`src/hdl/siphash_2_4_stream_core_defines.svh`:
```
// assertion macros used by siph_core of the siphash stream core
// no dependencies; included by siph_core, the file that carries assertions
`ifndef SIPHASH_2_4_STREAM_CORE_DEFINES_SVH
`define SIPHASH_2_4_STREAM_CORE_DEFINES_SVH

`ifndef SYNTH
`define SIPH_ASSERT(lbl, prop, msg) \
  lbl: assert property (@(posedge clk_i) disable iff (!rst_ni) prop) else $error(msg);
`define SIPH_ASSERT_RST(lbl, prop, msg) \
  lbl: assert property (@(posedge clk_i) prop) else $error(msg);
`else
`define SIPH_ASSERT(lbl, prop, msg)
`define SIPH_ASSERT_RST(lbl, prop, msg)
`endif

`endif

```
`src/hdl/siph_pkg.sv`:
```
// types and constants for the siphash-2-4 stream core
// no dependencies
package siph_pkg;

  localparam logic [63:0] SipC0 = 64'h736F_6D65_7073_6575;
  localparam logic [63:0] SipC1 = 64'h646F_7261_6E64_6F6D;
  localparam logic [63:0] SipC2 = 64'h6C79_6765_6E65_7261;
  localparam logic [63:0] SipC3 = 64'h7465_6462_7974_6573;
  localparam logic [63:0] FinXor = 64'h0000_0000_0000_00FF;
  localparam int unsigned LenShift = 56;

  typedef struct packed {
    logic [63:0] v0;
    logic [63:0] v1;
    logic [63:0] v2;
    logic [63:0] v3;
  } siph_state_t;

  typedef enum logic [1:0] {
    PH_FIRST,
    PH_LEN,
    PH_FIN1,
    PH_FIN2
  } siph_phase_e;

  typedef enum logic {
    CFG_KEY_LOW  = 1'b0,
    CFG_KEY_HIGH = 1'b1
  } siph_cfg_e;

endpackage

```
`src/hdl/siph_dround.sv`:
```
// two sip rounds with message and finalization xors around them
// depends on siph_pkg
module siph_dround import siph_pkg::*; (
  input  siph_state_t state_i,
  input  logic [63:0] msg_i,
  input  logic        fin_i,
  output siph_state_t state_o
);

  function automatic siph_state_t sip_round(siph_state_t s);
    siph_state_t r;
    r = s;
    r.v0 = r.v0 + r.v1;
    r.v1 = {r.v1[50:0], r.v1[63:51]};
    r.v1 = r.v1 ^ r.v0;
    r.v0 = {r.v0[31:0], r.v0[63:32]};
    r.v2 = r.v2 + r.v3;
    r.v3 = {r.v3[47:0], r.v3[63:48]};
    r.v3 = r.v3 ^ r.v2;
    r.v0 = r.v0 + r.v3;
    r.v3 = {r.v3[42:0], r.v3[63:43]};
    r.v3 = r.v3 ^ r.v0;
    r.v2 = r.v2 + r.v1;
    r.v1 = {r.v1[46:0], r.v1[63:47]};
    r.v1 = r.v1 ^ r.v2;
    r.v2 = {r.v2[31:0], r.v2[63:32]};
    return r;
  endfunction

  siph_state_t pre;
  siph_state_t post;

  always_comb begin
    pre = state_i;
    pre.v3 = state_i.v3 ^ msg_i;
    pre.v2 = state_i.v2 ^ (fin_i ? FinXor : 64'd0);
    post = sip_round(sip_round(pre));
    state_o = post;
    state_o.v0 = post.v0 ^ msg_i;
  end

endmodule

```
`src/hdl/siph_core.sv`:
```
// input word register, mixing state and last-word sequencer
// depends on siph_pkg, siph_dround and the assertion macro header
`include "siphash_2_4_stream_core_defines.svh"

module siph_core import siph_pkg::*; (
  input  logic        clk_i,
  input  logic        rst_ni,
  input  logic [63:0] key_low_i,
  input  logic [63:0] key_high_i,
  input  logic        in_valid_i,
  output logic        in_stall_o,
  input  logic [63:0] message_word_i,
  input  logic [3:0]  byte_count_i,
  input  logic        last_word_i,
  input  logic        out_ready_i,
  output logic        res_valid_o,
  output logic [63:0] res_hash_o
);

  logic        hv_q;
  logic [63:0] hw_q;
  logic [3:0]  hc_q;
  logic        hl_q;

  siph_state_t state_q, state_d, src, init, rnd;
  siph_phase_e phase_q, phase_d;
  logic [7:0]  len_q, len_d, len_base, len_tail;
  logic        open_q, open_d;
  logic [63:0] msg, masked;
  logic        fin, full, step_en, item_done, accept;
  logic [2:0]  cnt3;

  assign full = hc_q[3];
  assign cnt3 = hc_q[2:0];

  assign init.v0 = key_low_i ^ SipC0;
  assign init.v1 = key_high_i ^ SipC1;
  assign init.v2 = key_low_i ^ SipC2;
  assign init.v3 = key_high_i ^ SipC3;

  assign len_base = open_q ? len_q : 8'd0;
  assign len_tail = len_base + {5'd0, cnt3};

  always_comb begin
    for (int i = 0; i < 8; i++) begin
      masked[8*i +: 8] = (3'(i) < cnt3) ? hw_q[8*i +: 8] : 8'd0;
    end
  end

  always_comb begin
    src     = state_q;
    msg     = 64'd0;
    fin     = 1'b0;
    len_d   = len_q;
    open_d  = open_q;
    phase_d = phase_q;
    unique case (phase_q)
      PH_FIRST: begin
        src    = open_q ? state_q : init;
        open_d = 1'b1;
        if (!hl_q || full) begin
          msg   = hw_q;
          len_d = len_base + 8'd8;
        end else begin
          msg   = masked | ({56'd0, len_tail} << LenShift);
          len_d = len_tail;
        end
        if (hl_q) begin
          phase_d = full ? PH_LEN : PH_FIN1;
        end
      end
      PH_LEN: begin
        msg     = {56'd0, len_q} << LenShift;
        phase_d = PH_FIN1;
      end
      PH_FIN1: begin
        fin     = 1'b1;
        phase_d = PH_FIN2;
      end
      PH_FIN2: begin
        open_d  = 1'b0;
        phase_d = PH_FIRST;
      end
      default: begin
        phase_d = PH_FIRST;
      end
    endcase
  end

  siph_dround u_dround (
    .state_i (src),
    .msg_i   (msg),
    .fin_i   (fin),
    .state_o (rnd)
  );

  assign state_d     = rnd;
  assign step_en     = hv_q && ((phase_q != PH_FIN2) || out_ready_i);
  assign item_done   = hv_q && (((phase_q == PH_FIRST) && !hl_q) ||
                                ((phase_q == PH_FIN2) && out_ready_i));
  assign in_stall_o  = hv_q && !item_done;
  assign accept      = in_valid_i && !in_stall_o;
  assign res_valid_o = hv_q && (phase_q == PH_FIN2) && out_ready_i;
  assign res_hash_o  = rnd.v0 ^ rnd.v1 ^ rnd.v2 ^ rnd.v3;

  always_ff @(posedge clk_i or negedge rst_ni) begin
    if (!rst_ni) begin
      hv_q    <= 1'b0;
      phase_q <= PH_FIRST;
      len_q   <= 8'd0;
      open_q  <= 1'b0;
    end else begin
      if (accept) begin
        hv_q <= 1'b1;
      end else if (item_done) begin
        hv_q <= 1'b0;
      end
      if (step_en) begin
        phase_q <= phase_d;
        len_q   <= len_d;
        open_q  <= open_d;
      end
    end
  end

  always_ff @(posedge clk_i) begin
    if (accept) begin
      hw_q <= message_word_i;
      hc_q <= byte_count_i;
      hl_q <= last_word_i;
    end
    if (step_en) begin
      state_q <= state_d;
    end
  end

  `SIPH_ASSERT(a_seq_holds_word, (phase_q != PH_FIRST) |-> hv_q, "sequencer runs without a word")
  `SIPH_ASSERT(a_res_in_fin2, res_valid_o |-> (phase_q == PH_FIN2), "hash outside final step")
  `SIPH_ASSERT(a_res_closes, res_valid_o |=> (!open_q && (phase_q == PH_FIRST)), "message not closed")
  `SIPH_ASSERT(a_fin_order, (phase_q == PH_FIN1) |=> (phase_q == PH_FIN2), "finalization skipped")
  `SIPH_ASSERT_RST(a_reset_idle, !rst_ni |-> (!hv_q && !open_q), "reset leaves word pending")

endmodule

```
`src/hdl/siphash_2_4_stream_core.sv`:
```
// top level of the siphash-2-4 stream core: key registers, core and hash register
// depends on siph_pkg and siph_core
//
// Keyed SipHash-2-4 over messages given as little-endian 64-bit words. Write the key
// (index 0 key bytes 0-7, index 1 bytes 8-15) while idle; it is sampled at the first
// word of each message. Non-last words stream at one per clock while no last word is
// in progress. The last word holds the input for one pass of the shared two-round sip
// unit per block: tail block, length block when needed (byte_count 8 and above, counts
// over 8 act as 8), then two finalization passes. The final pass also waits while the
// previous hash is still held in the output register and the receiver stalls. The hash
// is registered in that register at the end of the final pass; words of the next
// message are taken while it waits.
module siphash_2_4_stream_core import siph_pkg::*; (
  input  logic        clk_i,
  input  logic        rst_ni,
  input  logic        cfg_we_i,
  input  logic        cfg_index_i,
  input  logic [63:0] cfg_data_i,
  input  logic        in_valid_i,
  output logic        in_stall_o,
  input  logic [63:0] message_word_i,
  input  logic [3:0]  byte_count_i,
  input  logic        last_word_i,
  output logic        out_valid_o,
  input  logic        out_stall_i,
  output logic [63:0] hash_value_o
);

  logic [63:0] key_low_q, key_high_q;
  logic        out_valid_q;
  logic [63:0] hash_q;
  logic        out_ready, res_valid;
  logic [63:0] res_hash;

  assign out_ready = !out_valid_q || !out_stall_i;

  siph_core u_core (
    .clk_i          (clk_i),
    .rst_ni         (rst_ni),
    .key_low_i      (key_low_q),
    .key_high_i     (key_high_q),
    .in_valid_i     (in_valid_i),
    .in_stall_o     (in_stall_o),
    .message_word_i (message_word_i),
    .byte_count_i   (byte_count_i),
    .last_word_i    (last_word_i),
    .out_ready_i    (out_ready),
    .res_valid_o    (res_valid),
    .res_hash_o     (res_hash)
  );

  always_ff @(posedge clk_i or negedge rst_ni) begin
    if (!rst_ni) begin
      key_low_q   <= 64'd0;
      key_high_q  <= 64'd0;
      out_valid_q <= 1'b0;
    end else begin
      if (cfg_we_i) begin
        unique case (siph_cfg_e'(cfg_index_i))
          CFG_KEY_LOW:  key_low_q  <= cfg_data_i;
          CFG_KEY_HIGH: key_high_q <= cfg_data_i;
          default: ;
        endcase
      end
      if (res_valid) begin
        out_valid_q <= 1'b1;
      end else if (!out_stall_i) begin
        out_valid_q <= 1'b0;
      end
    end
  end

  always_ff @(posedge clk_i) begin
    if (res_valid) begin
      hash_q <= res_hash;
    end
  end

  assign out_valid_o  = out_valid_q;
  assign hash_value_o = hash_q;

endmodule

```
`config.mk`:
```
export PLATFORM = sky130hd
export DESIGN_NAME = siphash_2_4_stream_core
export DESIGN_NICKNAME = d
export VERILOG_FILES = /design/src/hdl/siph_pkg.sv /design/src/hdl/siph_dround.sv /design/src/hdl/siph_core.sv /design/src/hdl/siphash_2_4_stream_core.sv
export VERILOG_INCLUDE_DIRS = /design/src /design/src/hdl
export SDC_FILE = /design/constraint.sdc
export NUM_CORES = 2
export LEC_CHECK = 0
export BUFFER_PORTS_ARGS = -buffer_cell sky130_fd_sc_hd__buf_2
export CAP_MARGIN = 20
export CELL_PAD_IN_SITES_DETAIL_PLACEMENT = 1
export CELL_PAD_IN_SITES_GLOBAL_PLACEMENT = 1
export CORE_MARGIN = 1.5
export CORE_UTILIZATION = 51
export CTS_BUF_LIST = sky130_fd_sc_hd__clkbuf_8
export DETAILED_ROUTE_END_ITERATION = 16
export PLACE_DENSITY_LB_ADDON = 0.25
export RECOVER_POWER = 100
export SYNTH_ARGS = -nofsm -noshare
export SYNTH_HDL_FRONTEND = slang
export SYNTH_HIERARCHICAL = 1
export SYNTH_SLANG_ARGS = --single-unit
```
`constraint.sdc`:
```
create_clock -name clk_i -period 17.55 [get_ports clk_i]
set_clock_uncertainty 0.15 [all_clocks]
set_input_delay 2.6325 -clock clk_i [delete_from_list [all_inputs] [get_ports clk_i]]
set_output_delay 2.6325 -clock clk_i [all_outputs]
set_load 0.02 [all_outputs]
```
==> summary.md, run 1 <==
| Metric | Value |
|---|---|
| Post-Syn Area | between 50000 and 60000 µm² |
| Sequential share of the synthesized area | 0.276 |
| Halt Stage | global routing |
| GRT Resource Usage Total | 0.657 |
| Vias in the first global route | roughly 66000 |
| Syn. warnings | 6 |
| Clk root buf | clkbuf_8 |
| Yosys cell types | 102 |
| Clock sink count | between 500 and 600 |
| Rows | 120 |
| Post-synth EDFFs | between 300 and 400 |
| Post-DP HPWL | 286000 µm |
| Initial Util | 0.515 |
| Error | [ERROR GRT-0116] Global routing finished with congestion. Check the congestion regions in the DRC Viewer. |
| Hold_buf cts | 0 |
| Post-synth net total | approximately 6800 |
| CTS H-tree depth | 3 |
| Syn Area/Cell | 9.01 µm² |
| Prevailing post-synth register cell | edfxtp_1 |
| Die outline height | between 300 and 400 µm |
| Cells after synthesis | slightly above 6000 |
| Routability cong. | 1.28 |
| Pin count of the biggest net entering global routing | approximately 160 |
| Global-route wire length before repair | 513000 µm |
| Die X | around 330 µm |
| Asr flop ratio synth | 0.266 |
| # IOs | approximately 210 |
| Dpl ws | -226 ps |
| FF+latch count, synth | 530 |
| I/O Buffers | 204 |
| Gr ovfl total | 4 |
| Clk buf depth | 3 |
| TritonCTS Buffers | 93 |
| Run status | did not finish |
==> Yosys cell counts (80+ instances only) <==
master / number / area share
xor2_1: 751 / 0.12
nand2_1: 696 / 0.047
xnor2_1: 572 / 0.091
ha_1: 512 / 0.12
a21oi_1: 503 / 0.046
edfxtp_1: 389 / 0.21
o21ai_0: 380 / 0.035
a21o_1: 326 / 0.044
nor2_1: 245 / 0.017
inv_1: 182 / 0.012
dfrtp_1: 141 / 0.064
nand3_1: 100 / 0.0091
o21bai_1: 89 / 0.012
and2_1: 82 / 0.0093
nor2b_1: 80 / 0.0091
==> stage by stage <==
stage               cells  hold slack [ps]  setup TNS [ps]   util  instance area [µm²]
floorplan            6112              315               0      -                55100
global placement     8490              335               0  0.598                64100
detailed placement   8493              348            -353  0.599                64100
CTS                  8668              367               0  0.617                66000
==> layer usage <==
metal | global-route usage | GRT overflow
met1 | 0.686 | 0
met2 | 0.871 | 1
met3 | 0.402 | 0
met4 | 0.669 | 3
met5 | 0.0699 | 0
==> kinds of logic after synthesis <==
kind of cell             after synthesis  synth area share
AO/OA/AOI/OAI                       1714             0.198
XOR/XNOR                            1339             0.216
adder cells (fa/ha/maj)              520             0.119
buffers and inverters                335            0.0286
flip-flops                           530             0.276
multiplexers                         132            0.0314
AND/OR/NAND/NOR                     1542             0.130
==> what timing repair did <==
action | 4_1_cts
pin swaps | 0
buffers inserted | 0
resized for setup | 5
endpoints found under the setup margin | 20
==> inputs of run 2 (changes only) <==
--- a/config.mk
+++ b/config.mk
@@ -8,13 +8,10 @@
 export LEC_CHECK = 0
 export BUFFER_PORTS_ARGS = -buffer_cell sky130_fd_sc_hd__buf_2
 export CAP_MARGIN = 20
-export CELL_PAD_IN_SITES_DETAIL_PLACEMENT = 1
-export CELL_PAD_IN_SITES_GLOBAL_PLACEMENT = 1
 export CORE_MARGIN = 1.5
-export CORE_UTILIZATION = 51
-export CTS_BUF_LIST = sky130_fd_sc_hd__clkbuf_8
+export CORE_UTILIZATION = 40
 export DETAILED_ROUTE_END_ITERATION = 16
-export PLACE_DENSITY_LB_ADDON = 0.25
+export PLACE_DENSITY_LB_ADDON = 0.15
 export RECOVER_POWER = 100
 export SYNTH_ARGS = -nofsm -noshare
 export SYNTH_HDL_FRONTEND = slang
==> summary.md, run 2 <==
| Metric | Value |
|---|---|
| Die outline height | 374 µm (was 332 µm) |
| Clk Latency, worst-skew pair | around 700 ps |
| Clk root buf | clkbuf_16 (was clkbuf_8) |
| Syn. warnings | 6 (unchanged) |
| Largest area contributor in the netlist | edfxtp_1 (unchanged) |
| Antenna violations before repair | 24 |
| Crit path DAT | roughly 18000 ps |
| Slowest stage delay, CP | slightly below 1000 ps |
| Total wire length | between 300000 and 400000 µm |
| Placed cells | 8786 (was 8493) |
| Worst setup EP type | flop |
| Vias/cell | around 6 |
| TritonCTS Buffers | 60 (was 93) |
| Initial Util | 0.405 (was 0.515) |
| Pin count of the biggest net entering global routing | 175 |
| Fmax | approximately 58 MHz |
| Asr flop ratio synth | 0.266 (unchanged) |
| CTS tree | yes |
| Least-Margin Pin Slew | roughly 6000 ps |
| TritonRoute pass-1 iters | 7 |
| Failing checks | capacitance limit, slew limit |
| Post-Syn Area | 55100 µm² (unchanged) |
| I/O Buffers | 204 (unchanged) |
| Iteration-0 DRC Markers | between 7000 and 8000 |
| Yosys cell types | 102 (unchanged) |
| Global-route wire length before repair | about 430000 µm |
| Die area | around 140000 µm² |
| Placed Area | 64200 µm² (was 64100 µm²) |
| Final instance area | around 66000 µm² |
| Post-synth EDFFs | 389 (unchanged) |
| Largest Register | u_core/state_q |
| Setup TNS | 0 ps |
| Startpoint types | flop |
| Vias in the first global route | ~51000 |
| DR vias | approximately 55000 |
| Worst reg2reg endpoint | hash_value_o[62] |
| Synth area leaders | edfxtp_1, xor2_1, ha_1 (unchanged) |
| Layout area overhead | 20.1% |
| Min-delay src | key_low_q[39] |
| Slew headroom | -3.05 |
| Hold Crit Endpoint | key_low_q[39] |
| Post-synth net total | 6771 (unchanged) |
| Most frequent cells in the layout | buf_4, xor2_1, nand2_1, xnor2_1, ha_1 |
| Post-route clock period utilization | 0.982 |
| Clk buf depth | 3 (unchanged) |
| Die X | 374 µm (was 332 µm) |
| Cells after synthesis | 6112 (unchanged) |
| Reg clk slew, reported paths | around 60 ps |
| Commonest cells in the synthesized netlist | xor2_1, nand2_1, xnor2_1, ha_1, a21oi_1 (unchanged) |
| Prevailing post-synth register cell | edfxtp_1 (unchanged) |
| FF+latch count, synth | 530 (unchanged) |
| Setup violators final | 0 |
| Worst path required time | 17830 ps |
| Commonest non-fill, non-tap cell in the layout | buf_4 |
| Rows | 135 (was 120) |
| Final Hold Vio Count | 0 |
| Most common cell in the netlist | xor2_1 (unchanged) |
| Post-DP HPWL | 292000 µm (was 286000 µm) |
| Reg2reg start | u_core/phase_q[1] |
| Clock sink count | 530 (unchanged) |
| CTS H-tree depth | 2 (was 3) |
| Pins Over Slew Limit | roughly 680 |
| Hold crit path type | flop to flop |
| Syn Area/Cell | 9.01 µm² (unchanged) |
| Slowest cell on crit path | xor2_1 |
| Max reg flops | 256 |
| Min cycle time layout | 17230 ps |
| Final Non-Filler Cells | slightly below 9000 |
| Critical path peak fanout | 13 |
| Reg-to-reg setup timing slack | approximately 320 ps |
| Number of remaining DRC errors | 0 |
| Reg2reg path depth | 59 |
| Hold depth | 1 |
| Fillers | between 10000 and 15000 |
| Nets | around 7700 |
| Hold_buf cts | 0 (unchanged) |
| Post-synth top area share | 0.212 (unchanged) |
| # IOs | 205 (unchanged) |
| Routability cong. | 1.20 (was 1.28) |
| Setup CP Type | flop to flop |
| WHS | 346 ps |
| Gr ovfl total | 0 |
| GRT Resource Usage Total | 0.458 |
| Final ANT Viol Nets | 0 |
| Share of post-route cells with drive strength above 1 | 0.177 |
| DR WL/cell | approximately 37 µm |
| Max capacitance violation total | 14 |
| Run status | finished with violations (was did not finish) |
| Core box area | about 140000 µm² |
| Sequential share of the synthesized area | 0.276 (unchanged) |
## run 2: cell counts after synthesis
Identical to the previous run, type by type.
## run 2: area by class of cell
| cell class | instances | area [µm²] | area share |
|---|---|---|---|
| Tap cell | 1781 | 2230 | 0.0337 |
| Antenna cell | 10 | 25.0 | 0.000378 |
| Inverter | 183 | 688 | 0.0104 |
| Timing Repair Buffer | 1056 | 7510 | 0.114 |
| Clock inverter | 24 | 258 | 0.00390 |
| Clock buffer | 89 | 1690 | 0.0256 |
| Sequential cell | 530 | 15200 | 0.230 |
| Multi-Input combinational cell | 5247 | 38500 | 0.583 |
## run 2: cells by family (layout without fill, tap and decap cells)
logic type | count (synthesis) | in the layout | synth area share
muxes | 132 | 132 | 0.0314
xor gates and xnor gates | 1339 | 1339 | 0.216
adders and majority gates | 520 | 520 | 0.119
buffers and inverters | 335 | 1352 | 0.0286
DFF | 530 | 530 | 0.276
and+or+nand+nor | 1542 | 1542 | 0.130
AOI/OAI and AO/OA | 1714 | 1714 | 0.198
other | 0 | 10 | 0
## run 2: stage by stage
step,utilization,setup WS (ps)
final,0.487,323
after global routing,0.486,-38.4
after CTS,0.487,146
after detailed placement,0.472,-444
after global placement,0.472,-635
after floorplan,-,3840
## run 2: routing by layer
layer / wire length [µm] / track usage
met1: 127000 / 0.566
met2: 133000 / 0.658
met3: 36100 / 0.133
met4: 34400 / 0.377
met5: 36 / 0
## run 2: critical path, delay by kind of cell, from the launching register on
| family | cells | cell delay [ps] |
|---|---|---|
| buffers and inverters | 8 | 1190 |
| adders and majority gates | 5 | 1830 |
| and+or+nand+nor | 9 | 1600 |
| xor gates and xnor gates | 10 | 4520 |
| DFF | 1 | 420 |
| AOI/OAI and AO/OA | 27 | 7150 |
## run 2: how the worst max path moves through the flow
| stage | from | endpoint | slack [ps] |
|---|---|---|---|
| 6_report | u_core/phase_q[1] | hash_value_o[62] | 320 |
| 5_1_grt | u_core/phase_q[1] | hash_value_o[62] | -40 |
| 4_1_cts | u_core/phase_q[1] | hash_value_o[62] | 150 |
| 3_5_place_dp | u_core/phase_q[1] | hash_value_o[62] | -440 |
| 3_3_place_gp | u_core/phase_q[0] | hash_value_o[62] | -630 |
| 2_1_floorplan | u_core/phase_q[0] | hash_value_o[62] | 3840 |
## run 2: timing repair
action | in CTS | in global routing
pin swaps | 0 | 3
gates resized for setup | 10 | 31
setup endpoints to repair | 27 | 75
buffers inserted | 0 | 4
endpoints found under the hold margin | 0 | 0
Power of run 2 is left out: the tool's default activity adds up to more than one toggle a clock period on the data nets, which glitch-free logic cannot reach.
